$ cat config.mk
export PLATFORM = sky130hd
export DESIGN_NAME = sync_header_frame_field_extractor_flat
export DESIGN_NICKNAME = d
export VERILOG_FILES = /design/src/hdl/sfx_pkg.sv /design/src/hdl/sfx_if.sv /design/src/hdl/sfx_csr.sv /design/src/hdl/sfx_parse.sv /design/src/hdl/sfx_out.sv /design/src/hdl/sync_header_frame_field_extractor.sv /design/src/flat_wrapper.sv
export SDC_FILE = /design/constraint.sdc
export NUM_CORES = 1
export LEC_CHECK = 0
export BUFFER_PORTS_ARGS = -buffer_cell sky130_fd_sc_hd__buf_4
export CORE_MARGIN = 4
export CORE_UTILIZATION = 62
export DETAILED_ROUTE_END_ITERATION = 6
export GPL_TIMING_DRIVEN = 0
export PLACE_DENSITY = 0.82
export REMOVE_ABC_BUFFERS = 1
export SYNTH_ARGS = -nofsm -noshare
export SYNTH_HDL_FRONTEND = slang
export SYNTH_HIERARCHICAL = 1
export SYNTH_SLANG_ARGS = --single-unit
$ cat constraint.sdc
create_clock -name clock -period 11.38 [get_ports clock]
set_input_delay 2.276 -clock clock [delete_from_list [all_inputs] [get_ports clock]]
set_output_delay 2.276 -clock clock [all_outputs]
set_load 0.1 [all_outputs]
$ cat src/hdl/sfx_pkg.sv
package sfx_pkg;

   localparam int FIELD_COUNT = 6;
   localparam int FIELD_BYTES = 4 * FIELD_COUNT;

   localparam int CSR_IDX_W = 2;

   localparam logic [CSR_IDX_W-1:0] CSR_SYNC_FIRST   = 2'd0;
   localparam logic [CSR_IDX_W-1:0] CSR_SYNC_SECOND  = 2'd1;
   localparam logic [CSR_IDX_W-1:0] CSR_FIELD_OFFSET = 2'd2;

   localparam logic [7:0] SYNC_FIRST_RESET   = 8'h55;
   localparam logic [7:0] SYNC_SECOND_RESET  = 8'hAA;
   localparam logic [7:0] FIELD_OFFSET_RESET = 8'd10;

   typedef struct packed {
      logic [7:0] sync_first;
      logic [7:0] sync_second;
      logic [7:0] first_field_offset;
   } cfg_type;

   typedef struct packed {
      logic [3:0]  field_number;
      logic [31:0] field_word;
      logic        frame_done;
   } result_type;

endpackage

$ cat src/hdl/sfx_if.sv
interface sfx_req_if;
   logic       valid;
   logic       ready;
   logic [7:0] rx_byte;

   modport source (output valid, output rx_byte, input ready);
   modport sink   (input valid, input rx_byte, output ready);
endinterface

interface sfx_rsp_if;
   logic        valid;
   logic        ready;
   logic [3:0]  field_number;
   logic [31:0] field_word;
   logic        frame_done;

   modport source (output valid, output field_number, output field_word,
                   output frame_done, input ready);
   modport sink   (input valid, input field_number, input field_word,
                   input frame_done, output ready);
endinterface

interface sfx_csr_if;
   import sfx_pkg::*;
   logic                 valid;
   logic                 ready;
   logic [CSR_IDX_W-1:0] index;
   logic [7:0]           data;

   modport source (output valid, output index, output data, input ready);
   modport sink   (input valid, input index, input data, output ready);
endinterface

$ cat src/hdl/sfx_csr.sv
module sfx_csr (
   input  logic             clock,
   input  logic             reset,
   sfx_csr_if.sink          csr_ch,
   output sfx_pkg::cfg_type cfg
);
   import sfx_pkg::*;

   cfg_type cfg_ff;
   cfg_type cfg_in;

   assign csr_ch.ready = 1'b1;

   always_comb begin
      cfg_in = cfg_ff;
      if (csr_ch.valid) begin
         case (csr_ch.index)
            CSR_SYNC_FIRST:   cfg_in.sync_first         = csr_ch.data;
            CSR_SYNC_SECOND:  cfg_in.sync_second        = csr_ch.data;
            CSR_FIELD_OFFSET: cfg_in.first_field_offset = csr_ch.data;
            default:          cfg_in = cfg_ff;
         endcase
      end
   end

   always_ff @(posedge clock) begin
      if (reset) begin
         cfg_ff.sync_first         <= SYNC_FIRST_RESET;
         cfg_ff.sync_second        <= SYNC_SECOND_RESET;
         cfg_ff.first_field_offset <= FIELD_OFFSET_RESET;
      end else begin
         cfg_ff <= cfg_in;
      end
   end

   assign cfg = cfg_ff;
endmodule

$ cat src/hdl/sfx_parse.sv
module sfx_parse (
   input  logic                clock,
   input  logic                reset,
   sfx_req_if.sink             req_ch,
   input  sfx_pkg::cfg_type    cfg,
   input  logic                out_free,
   output logic                res_load,
   output sfx_pkg::result_type res
);
   import sfx_pkg::*;

   logic        in_valid_ff, in_valid_in;
   logic [7:0]  in_byte_ff;
   logic        advance;

   logic        armed_ff, armed_in;
   logic [7:0]  count_ff, count_in;
   logic [7:0]  prev_ff, prev_in;
   logic [23:0] partial_ff, partial_in;

   logic [7:0]  off;
   logic [7:0]  cnt;
   logic [7:0]  rel;
   logic        produced;

   // The held byte is processed once the result register can take its transfer.
   assign advance      = in_valid_ff && out_free;
   assign req_ch.ready = !in_valid_ff || advance;

   always_comb begin
      in_valid_in = in_valid_ff;
      if (req_ch.valid && req_ch.ready) begin
         in_valid_in = 1'b1;
      end else if (advance) begin
         in_valid_in = 1'b0;
      end
   end

   always_comb begin
      armed_in   = armed_ff;
      count_in   = count_ff;
      partial_in = partial_ff;
      prev_in    = in_byte_ff;
      produced   = 1'b0;
      off        = (cfg.first_field_offset == 8'd0) ? 8'd1 : cfg.first_field_offset;
      cnt        = count_ff + 8'd1;
      rel        = cnt - off;

      res.field_number = rel[5:2];
      res.field_word   = {in_byte_ff, partial_ff};
      res.frame_done   = (rel[5:2] == 4'(FIELD_COUNT - 1));

      if (armed_ff) begin
         if (count_ff == 8'hFF) begin
            // The counter cannot reach the rest of the frame, so give it up.
            armed_in = 1'b0;
            count_in = 8'd0;
         end else begin
            count_in = cnt;
            if (cnt >= off && rel < 8'(FIELD_BYTES)) begin
               case (rel[1:0])
                  2'd0:    partial_in[7:0]   = in_byte_ff;
                  2'd1:    partial_in[15:8]  = in_byte_ff;
                  2'd2:    partial_in[23:16] = in_byte_ff;
                  default: begin
                     produced = 1'b1;
                     if (res.frame_done) begin
                        armed_in = 1'b0;
                     end
                  end
               endcase
            end
         end
      end

      // The sync test looks at the flag after this byte, so a frame can re-arm at once.
      if (!armed_in && prev_ff == cfg.sync_first && in_byte_ff == cfg.sync_second) begin
         armed_in = 1'b1;
         count_in = 8'd0;
      end
   end

   assign res_load = advance && produced;

   always_ff @(posedge clock) begin
      if (reset) begin
         in_valid_ff <= 1'b0;
         armed_ff    <= 1'b0;
         count_ff    <= 8'd0;
         prev_ff     <= 8'd0;
         partial_ff  <= 24'd0;
      end else begin
         in_valid_ff <= in_valid_in;
         if (advance) begin
            armed_ff   <= armed_in;
            count_ff   <= count_in;
            prev_ff    <= prev_in;
            partial_ff <= partial_in;
         end
      end
   end

   always_ff @(posedge clock) begin
      if (req_ch.valid && req_ch.ready) begin
         in_byte_ff <= req_ch.rx_byte;
      end
   end
endmodule

$ cat src/hdl/sfx_out.sv
module sfx_out (
   input  logic                clock,
   input  logic                reset,
   input  logic                res_load,
   input  sfx_pkg::result_type res,
   output logic                out_free,
   sfx_rsp_if.source           rsp_ch
);
   import sfx_pkg::*;

   logic       out_valid_ff, out_valid_in;
   result_type out_ff;

   assign out_free = !out_valid_ff || rsp_ch.ready;

   always_comb begin
      out_valid_in = out_valid_ff;
      if (res_load) begin
         out_valid_in = 1'b1;
      end else if (rsp_ch.ready) begin
         out_valid_in = 1'b0;
      end
   end

   always_ff @(posedge clock) begin
      if (reset) begin
         out_valid_ff <= 1'b0;
      end else begin
         out_valid_ff <= out_valid_in;
      end
   end

   always_ff @(posedge clock) begin
      if (res_load) begin
         out_ff <= res;
      end
   end

   assign rsp_ch.valid        = out_valid_ff;
   assign rsp_ch.field_number = out_ff.field_number;
   assign rsp_ch.field_word   = out_ff.field_word;
   assign rsp_ch.frame_done   = out_ff.frame_done;
endmodule

$ cat src/hdl/sync_header_frame_field_extractor.sv
// Frame field extractor: takes one received byte per transfer and may accept a new
// byte every clock cycle unless stalled as below. A byte is held in an input register,
// then compare-and-shift logic updates the sync, counter and word-assembly state and,
// when a word's fourth byte arrives, loads the result register once that is free, so
// a word reaches the result channel through the input and result registers. The stall
// comes only from the result register: while it holds an untaken word, at most one
// more byte is held.
// Registers are written through the csr channel, which is always ready.
module sync_header_frame_field_extractor (
   input  logic      clock,
   input  logic      reset,
   sfx_req_if.sink   req_ch,
   sfx_rsp_if.source rsp_ch,
   sfx_csr_if.sink   csr_ch
);
   import sfx_pkg::*;

   cfg_type    cfg;
   result_type res;
   logic       res_load;
   logic       out_free;

   sfx_csr u_csr (
      .clock  (clock),
      .reset  (reset),
      .csr_ch (csr_ch),
      .cfg    (cfg)
   );

   sfx_parse u_parse (
      .clock    (clock),
      .reset    (reset),
      .req_ch   (req_ch),
      .cfg      (cfg),
      .out_free (out_free),
      .res_load (res_load),
      .res      (res)
   );

   sfx_out u_out (
      .clock    (clock),
      .reset    (reset),
      .res_load (res_load),
      .res      (res),
      .out_free (out_free),
      .rsp_ch   (rsp_ch)
   );

   a_done_is_last: assert property (@(posedge clock) disable iff (reset)
      rsp_ch.valid && rsp_ch.frame_done |-> rsp_ch.field_number == 4'(FIELD_COUNT - 1))
      else $error("frame end flagged on a word other than the last");

   a_number_range: assert property (@(posedge clock) disable iff (reset)
      rsp_ch.valid |-> rsp_ch.field_number < 4'(FIELD_COUNT))
      else $error("word index beyond the frame");

   a_stall_cause: assert property (@(posedge clock) disable iff (reset)
      !req_ch.ready |-> rsp_ch.valid && !rsp_ch.ready)
      else $error("input stalled without a waiting result");

   a_load_free: assert property (@(posedge clock) disable iff (reset)
      res_load |-> out_free)
      else $error("result register overwritten before its transfer");
endmodule
$ cat src/flat_wrapper.sv
// flat-port wrapper written by rule: the top's interface ports become plain ports
module sync_header_frame_field_extractor_flat import sfx_pkg::*;
  (clock, reset, req_ch_valid, req_ch_rx_byte, req_ch_ready, rsp_ch_valid, rsp_ch_field_number, rsp_ch_field_word, rsp_ch_frame_done, rsp_ch_ready, csr_ch_valid, csr_ch_index, csr_ch_data, csr_ch_ready);
  sfx_req_if req_ch_i ();
  sfx_rsp_if rsp_ch_i ();
  sfx_csr_if csr_ch_i ();
  input  logic clock;
  input  logic reset;
  input wire logic [$bits(req_ch_i.valid)-1:0] req_ch_valid;
  input wire logic [$bits(req_ch_i.rx_byte)-1:0] req_ch_rx_byte;
  output wire logic [$bits(req_ch_i.ready)-1:0] req_ch_ready;
  output wire logic [$bits(rsp_ch_i.valid)-1:0] rsp_ch_valid;
  output wire logic [$bits(rsp_ch_i.field_number)-1:0] rsp_ch_field_number;
  output wire logic [$bits(rsp_ch_i.field_word)-1:0] rsp_ch_field_word;
  output wire logic [$bits(rsp_ch_i.frame_done)-1:0] rsp_ch_frame_done;
  input wire logic [$bits(rsp_ch_i.ready)-1:0] rsp_ch_ready;
  input wire logic [$bits(csr_ch_i.valid)-1:0] csr_ch_valid;
  input wire logic [$bits(csr_ch_i.index)-1:0] csr_ch_index;
  input wire logic [$bits(csr_ch_i.data)-1:0] csr_ch_data;
  output wire logic [$bits(csr_ch_i.ready)-1:0] csr_ch_ready;
  assign req_ch_i.valid = req_ch_valid;
  assign req_ch_i.rx_byte = req_ch_rx_byte;
  assign req_ch_ready = req_ch_i.ready;
  assign rsp_ch_valid = rsp_ch_i.valid;
  assign rsp_ch_field_number = rsp_ch_i.field_number;
  assign rsp_ch_field_word = rsp_ch_i.field_word;
  assign rsp_ch_frame_done = rsp_ch_i.frame_done;
  assign rsp_ch_i.ready = rsp_ch_ready;
  assign csr_ch_i.valid = csr_ch_valid;
  assign csr_ch_i.index = csr_ch_index;
  assign csr_ch_i.data = csr_ch_data;
  assign csr_ch_ready = csr_ch_i.ready;
  sync_header_frame_field_extractor u_core (.clock(clock), .reset(reset), .req_ch(req_ch_i), .rsp_ch(rsp_ch_i), .csr_ch(csr_ch_i));
endmodule
Word-level counts from Yosys, hierarchy flattened
Index checks and enable logic that the tools add are counted.
Cells by class
  equality and inequality tests: 8
  reduce and logical (&&, ||, !) cells: 25
  $add $sub $neg: 2
  bitwise gates (word level): 1
  order comparisons: 2
  multiplexer cells: 18
Operator list (count)
  $mux 8: 4
  $eq 8x8->1: 2
  $reduce_and 5->1: 3
  $mux 1: 14
  $add 8x1->8 const B: 1
  $eq 8x8->1 const B: 1
  $ge 8x8->1: 1
  $logic_not 8->1: 1
  $lt 8x5->1 const B: 1
  $reduce_and 2->1: 4
  $sub 8x8->8: 1
  $logic_and 1x1->1: 6
  $reduce_bool 2->1: 3
  $eq 2x1->1 const B: 2
  $eq 2x2->1 const B: 2
  $eq 4x3->1 const B: 1
  $logic_not 2->1: 2
  $logic_not 1->1: 3
  $reduce_or 3->1: 1
  $logic_or 1x1->1: 2
  $not 1->1: 1
Storage, ports and cells
  output and inout port bits: 40
  flip-flop bits (word level): 112

Depth between registers and ports, before layout
  depth in word-level cells: 14
  mapped depth: 14
  depth with buffers taken out: 13

Hierarchy
The synthesis kept the hierarchy.
By module, submodules not included
  sfx_parse: area an instance 2820.2 sq um, cells each 311, times used 1, seq. area each 1081.0 sq um
  sfx_out: area an instance 1157.4 sq um, cells each 41, times used 1, seq. area each 1131.1 sq um
  sfx_csr: area an instance 1004.7 sq um, cells each 100, times used 1, seq. area each 480.5 sq um

Least setup slack after synthesis
Ideal clock, no wire load.
  path kind: input port to flip-flop
  start: input rsp_ch_ready
  end: register u_core.u_out.out_ff, in the netlist u_core/u_out/rsp_ch.field_number[0], enable pin
  path slack: 5.008 ns
  data required time: 10.901 ns
  data arrival time: 5.893 ns
  library setup time: 0.479 ns
  cell stages on the path: 7
  cell sequence: nand2b_4 -> and2_1 -> clkbuf_1 -> and2_1 -> buf_2 -> nand4_2 -> nor3_1
On the way
  cells in the longest elaborated chain, start to end: 3
Ends and longest elaborated chain
  from (decl): line flat_wrapper.sv:16  | input wire logic [$bits(rsp_ch_i.ready)-1:0] rsp_ch_ready;
  $logic_or 1x1->1: line sfx_out.sv:14  | assign out_free = !out_valid_ff || rsp_ch.ready;
  $logic_and 1x1->1: line sfx_parse.sv:27  | assign advance = in_valid_ff && out_free;
  $logic_and 1x1->1: line sfx_parse.sv:83  | assign res_load = advance && produced;
  named net u_core.res_load: line sync_header_frame_field_extractor.sv:20  | logic res_load;
  to (signal assigned): line sfx_out.sv:35  | out_ff <= res;
  to (decl): line sfx_out.sv:12  | result_type out_ff;
The timed path passes the listed nets, and every way through them passes these cells.
A chain may end at the register's enable or synchronous reset.

Worst setup path in the final report
  start: input rsp_ch_ready
  end: output req_ch_ready
On the way
  cells in the longest elaborated chain, start to end: 3
Ends and longest elaborated chain
  $logic_or 1x1->1: line sfx_out.sv:14
  named net u_core.out_free: line sync_header_frame_field_extractor.sv:21  | logic out_free;
  $logic_and 1x1->1: line sfx_parse.sv:27
  $logic_or 1x1->1: line sfx_parse.sv:28  | assign req_ch.ready = !in_valid_ff || advance;
  to (decl): line flat_wrapper.sv:11  | output wire logic [$bits(req_ch_i.ready)-1:0] req_ch_ready;
The timed path passes the listed nets, and every way through them passes these cells.

==> flow_summary.ini <==
[setup_path]
cp.depth = 4
timing.critical_path.arrival_ns = 2.94
cp.buffers_inverters = 2
path_max_fanout = 4
startpoint = rsp_ch_ready
path_common_cell = buf_4
critPathLaunchType = input pin
critPathTopFamily = buffers and inverters
crit_type = input pin to output pin
crit_chain = buf_4 > nand2b_4 > nand2b_1 > buf_4
max_stage_delay_ns = 0.24
endpoint = req_ch_ready
reg2reg_slack_ns = 6.83
worstPathRequired_ns = 9.10
timing.rr.end = u_core/u_out/rsp_ch.field_number[3]
reg2reg_depth = 11
critPathSlowestCell = buf_4
critPathCaptureType = output pin
rr_startpoint = u_core/u_parse/count_ff[0]

[synth]
synth_area_leaders = edfxtp_1 (27%), dfxtp_1 (27%), mux2i_1 (8.0%), nand2b_1 (6.3%), xor2_1 (3.7%)
synth_largest_area_cell = edfxtp_1
yosysTopAreaCellShare_pct = 27.12
synth_seq_cells = 112
yosysWarnings = 6
ys_async_sr_fraction_pct = 0
synth_xor_area_share_pct = 4.922
syn_inst = 452
ys.flop_type = dfxtp_1
yosysMostFrequentCell = dfxtp_1
ys_seq_area_share_pct = 54.04
synth_top_family_by_area = simple AND/OR/NAND/NOR gates
synthAdderAreaFrac_pct = 2.913
synth.distinct_cells = 58
syn_area_sq_um = 4982
synth_commonest_cells = dfxtp_1 (67), nand2b_1 (50), edfxtp_1 (45)
synthSimpleGateAreaFrac_pct = 18.26
synth-compound-area-share_pct = 8.262
muxShareOfSynthArea_pct = 8.036
synth.avg_cell_area_sq_um = 11.02
synth_edf_count = 45

[global_routing]
track_usage_pct = 20.80
grt_pass1_vias = 3356
grt_pass1_wl_um = 16170
grt_overflow = 0
grt_util_met3_pct = 4.092
grt_max_degree = 92
use_met2_pct = 34.84
top_usage_layer = met2
use_met1_pct = 27.45
antenna_found_initial = 0

[sta]
grt_setup_unrepaired = no
hold_violations = 0
tns_ns = 0
fin_crit_sh_pct = 45.84
drv_slew = 0
holdWs_ns = 0.4331
maxSlewHeadroom_pct = 29.38
period_minus_slack_ns = 5.217
setup_viol = 0
worst-slew-pin-transition_ns = 1.054
clock.fmax_ghz = 0.1917
skew_ns = 0.01598
setup_ws_ns = 6.163

[placed_design]
globalplace.congestion = 0.9276
io_buffers = 61
place_area_sq_um = 5479
dp_hpwl_um = 7038
dp_slack_ns = 6.164
placedCellCount = 595

[routing]
antenna_left = 0
drtIter0Drc = 146
vias_per_cell = 5.499
route.vias.total = 3360
drt-wirelength-per-cell_um = 15.93
drt-pass1-iter-count = 5
drc_errors = 0
routed_wl_um = 9732

[finish]
n_fill_cell = 565
multi_input_area_sq_um = 2126
finalNetCount = 538
area_growth_pct = 13.94
drive_above_1_share_pct = 17.88
utilization_pct = 73.08
seq_area_sq_um = 2693
fin_area_sq_um = 5677
n_antenna_cell = 0
fin_cells = 611

[die]
core_sq_um = 7767
start_util_pct = 64.14
io_pins = 63
die_h_um = 97.65
die_w_um = 97.65
placementRows = 32
die_area_sq_um = 9535

[clock_tree]
htree_levels = 3
cts-root-buf = clkbuf_8
cts.sinks = 112
cts_setup_buffers = 0
post_cts_resized = 0
cts_buffers = 9
clkSlewWorstSetupHoldPaths_ns = 0.11
cts_tree = built
clockBufferDepth = 2
clk-insertion-delay-late_ns = 0.37
cts_hold_buf = 0

[power_and_ir_drop]
leakage_nw = 2.378
power_density_nw_per_um2 = 124.5
report.power.total_uw = 706.7
ir_worst_vdd_mv = 0.08956

[hold_path]
hold_path.class = flop to flop

[run_status]
run_status = finished, final reports clean

[job]
drv_cap = 0
-- metal layers --
layer,vias to the layer above,wire (um)
li1,1682,-
met1,1575,4293
met2,93,4848
met3,10,468
met4,0,122
met5,-,0
-- cell type report --
| type | count | share of cell area (%) |
|---|---|---|
| sequential | 112 | 47.43 |
| multi-input combinational | 304 | 37.45 |
| timing repair buffer | 63 | 8.464 |
| tap | 102 | 2.248 |
| clock buffer | 9 | 2.182 |
| clock inverter | 7 | 1.300 |
| inverter | 14 | 0.9257 |
-- cell families after synthesis --
group | after synthesis
xor gates and xnor gates | 28
other | 1
buffers and inverters | 36
AOI/OAI and AO/OA | 64
DFF | 112
adders and majority gates | 11
muxes | 40
and+or+nand+nor | 160
-- how the worst min path moves through the flow --
stage,from,endpoint,slack [ns],depth (start not counted)
global route,u_core/u_parse/partial_ff[16],u_core/u_out/rsp_ch.field_word[16],0.44,0
finish,u_core/u_parse/partial_ff[16],u_core/u_out/rsp_ch.field_word[16],0.43,0
detailed placement,u_core/u_parse/partial_ff[16],u_core/u_out/rsp_ch.field_word[16],0.41,0
floorplan,u_core/u_parse/partial_ff[16],u_core/u_out/rsp_ch.field_word[16],0.40,0
CTS,u_core/u_parse/partial_ff[12],u_core/u_out/rsp_ch.field_word[12],0.43,0
global placement,u_core/u_parse/partial_ff[19],u_core/u_out/rsp_ch.field_word[19],0.40,0
-- cell usage in the layout (no fill, tap or decap), types with 8 or more instances in the layout --
cell and instances:
a21oi_1 16, mux2i_1 40, inv_1 14, nand2_1 24, dfxtp_1 67, o21ai_1 8
ha_1 10, o21ai_0 10, xor2_1 21, buf_4 62, nor2_1 29, edfxtp_1 45
nand2b_1 50, clkbuf_8 9, nor2b_1 10
-- registers in the layout, summed over array words and instances, names as in the netlist --
name and count:
u_core/u_out/rsp_ch.field_word 32, u_core/u_parse/in_byte_ff 8, u_core/u_parse/count_ff 8, u_core/u_parse/prev_ff 8, u_core/u_parse/in_valid_ff 1, u_core/u_out/rsp_ch.valid 1, u_core/u_csr/cfg 24, u_core/u_parse/armed_ff 1
u_core/u_parse/partial_ff 24, u_core/u_out/rsp_ch.frame_done 1, u_core/u_out/rsp_ch.field_number 4
-- report_power, final --
group	switching, mW	total, mW	internal, mW
registers	0.00735	0.430	0.423
clock network	0.144	0.230	0.0862
logic	0.0261	0.0461	0.0201
total	0.177	0.707	0.529
No activity file was read; power rests on OpenSTA's default activity.
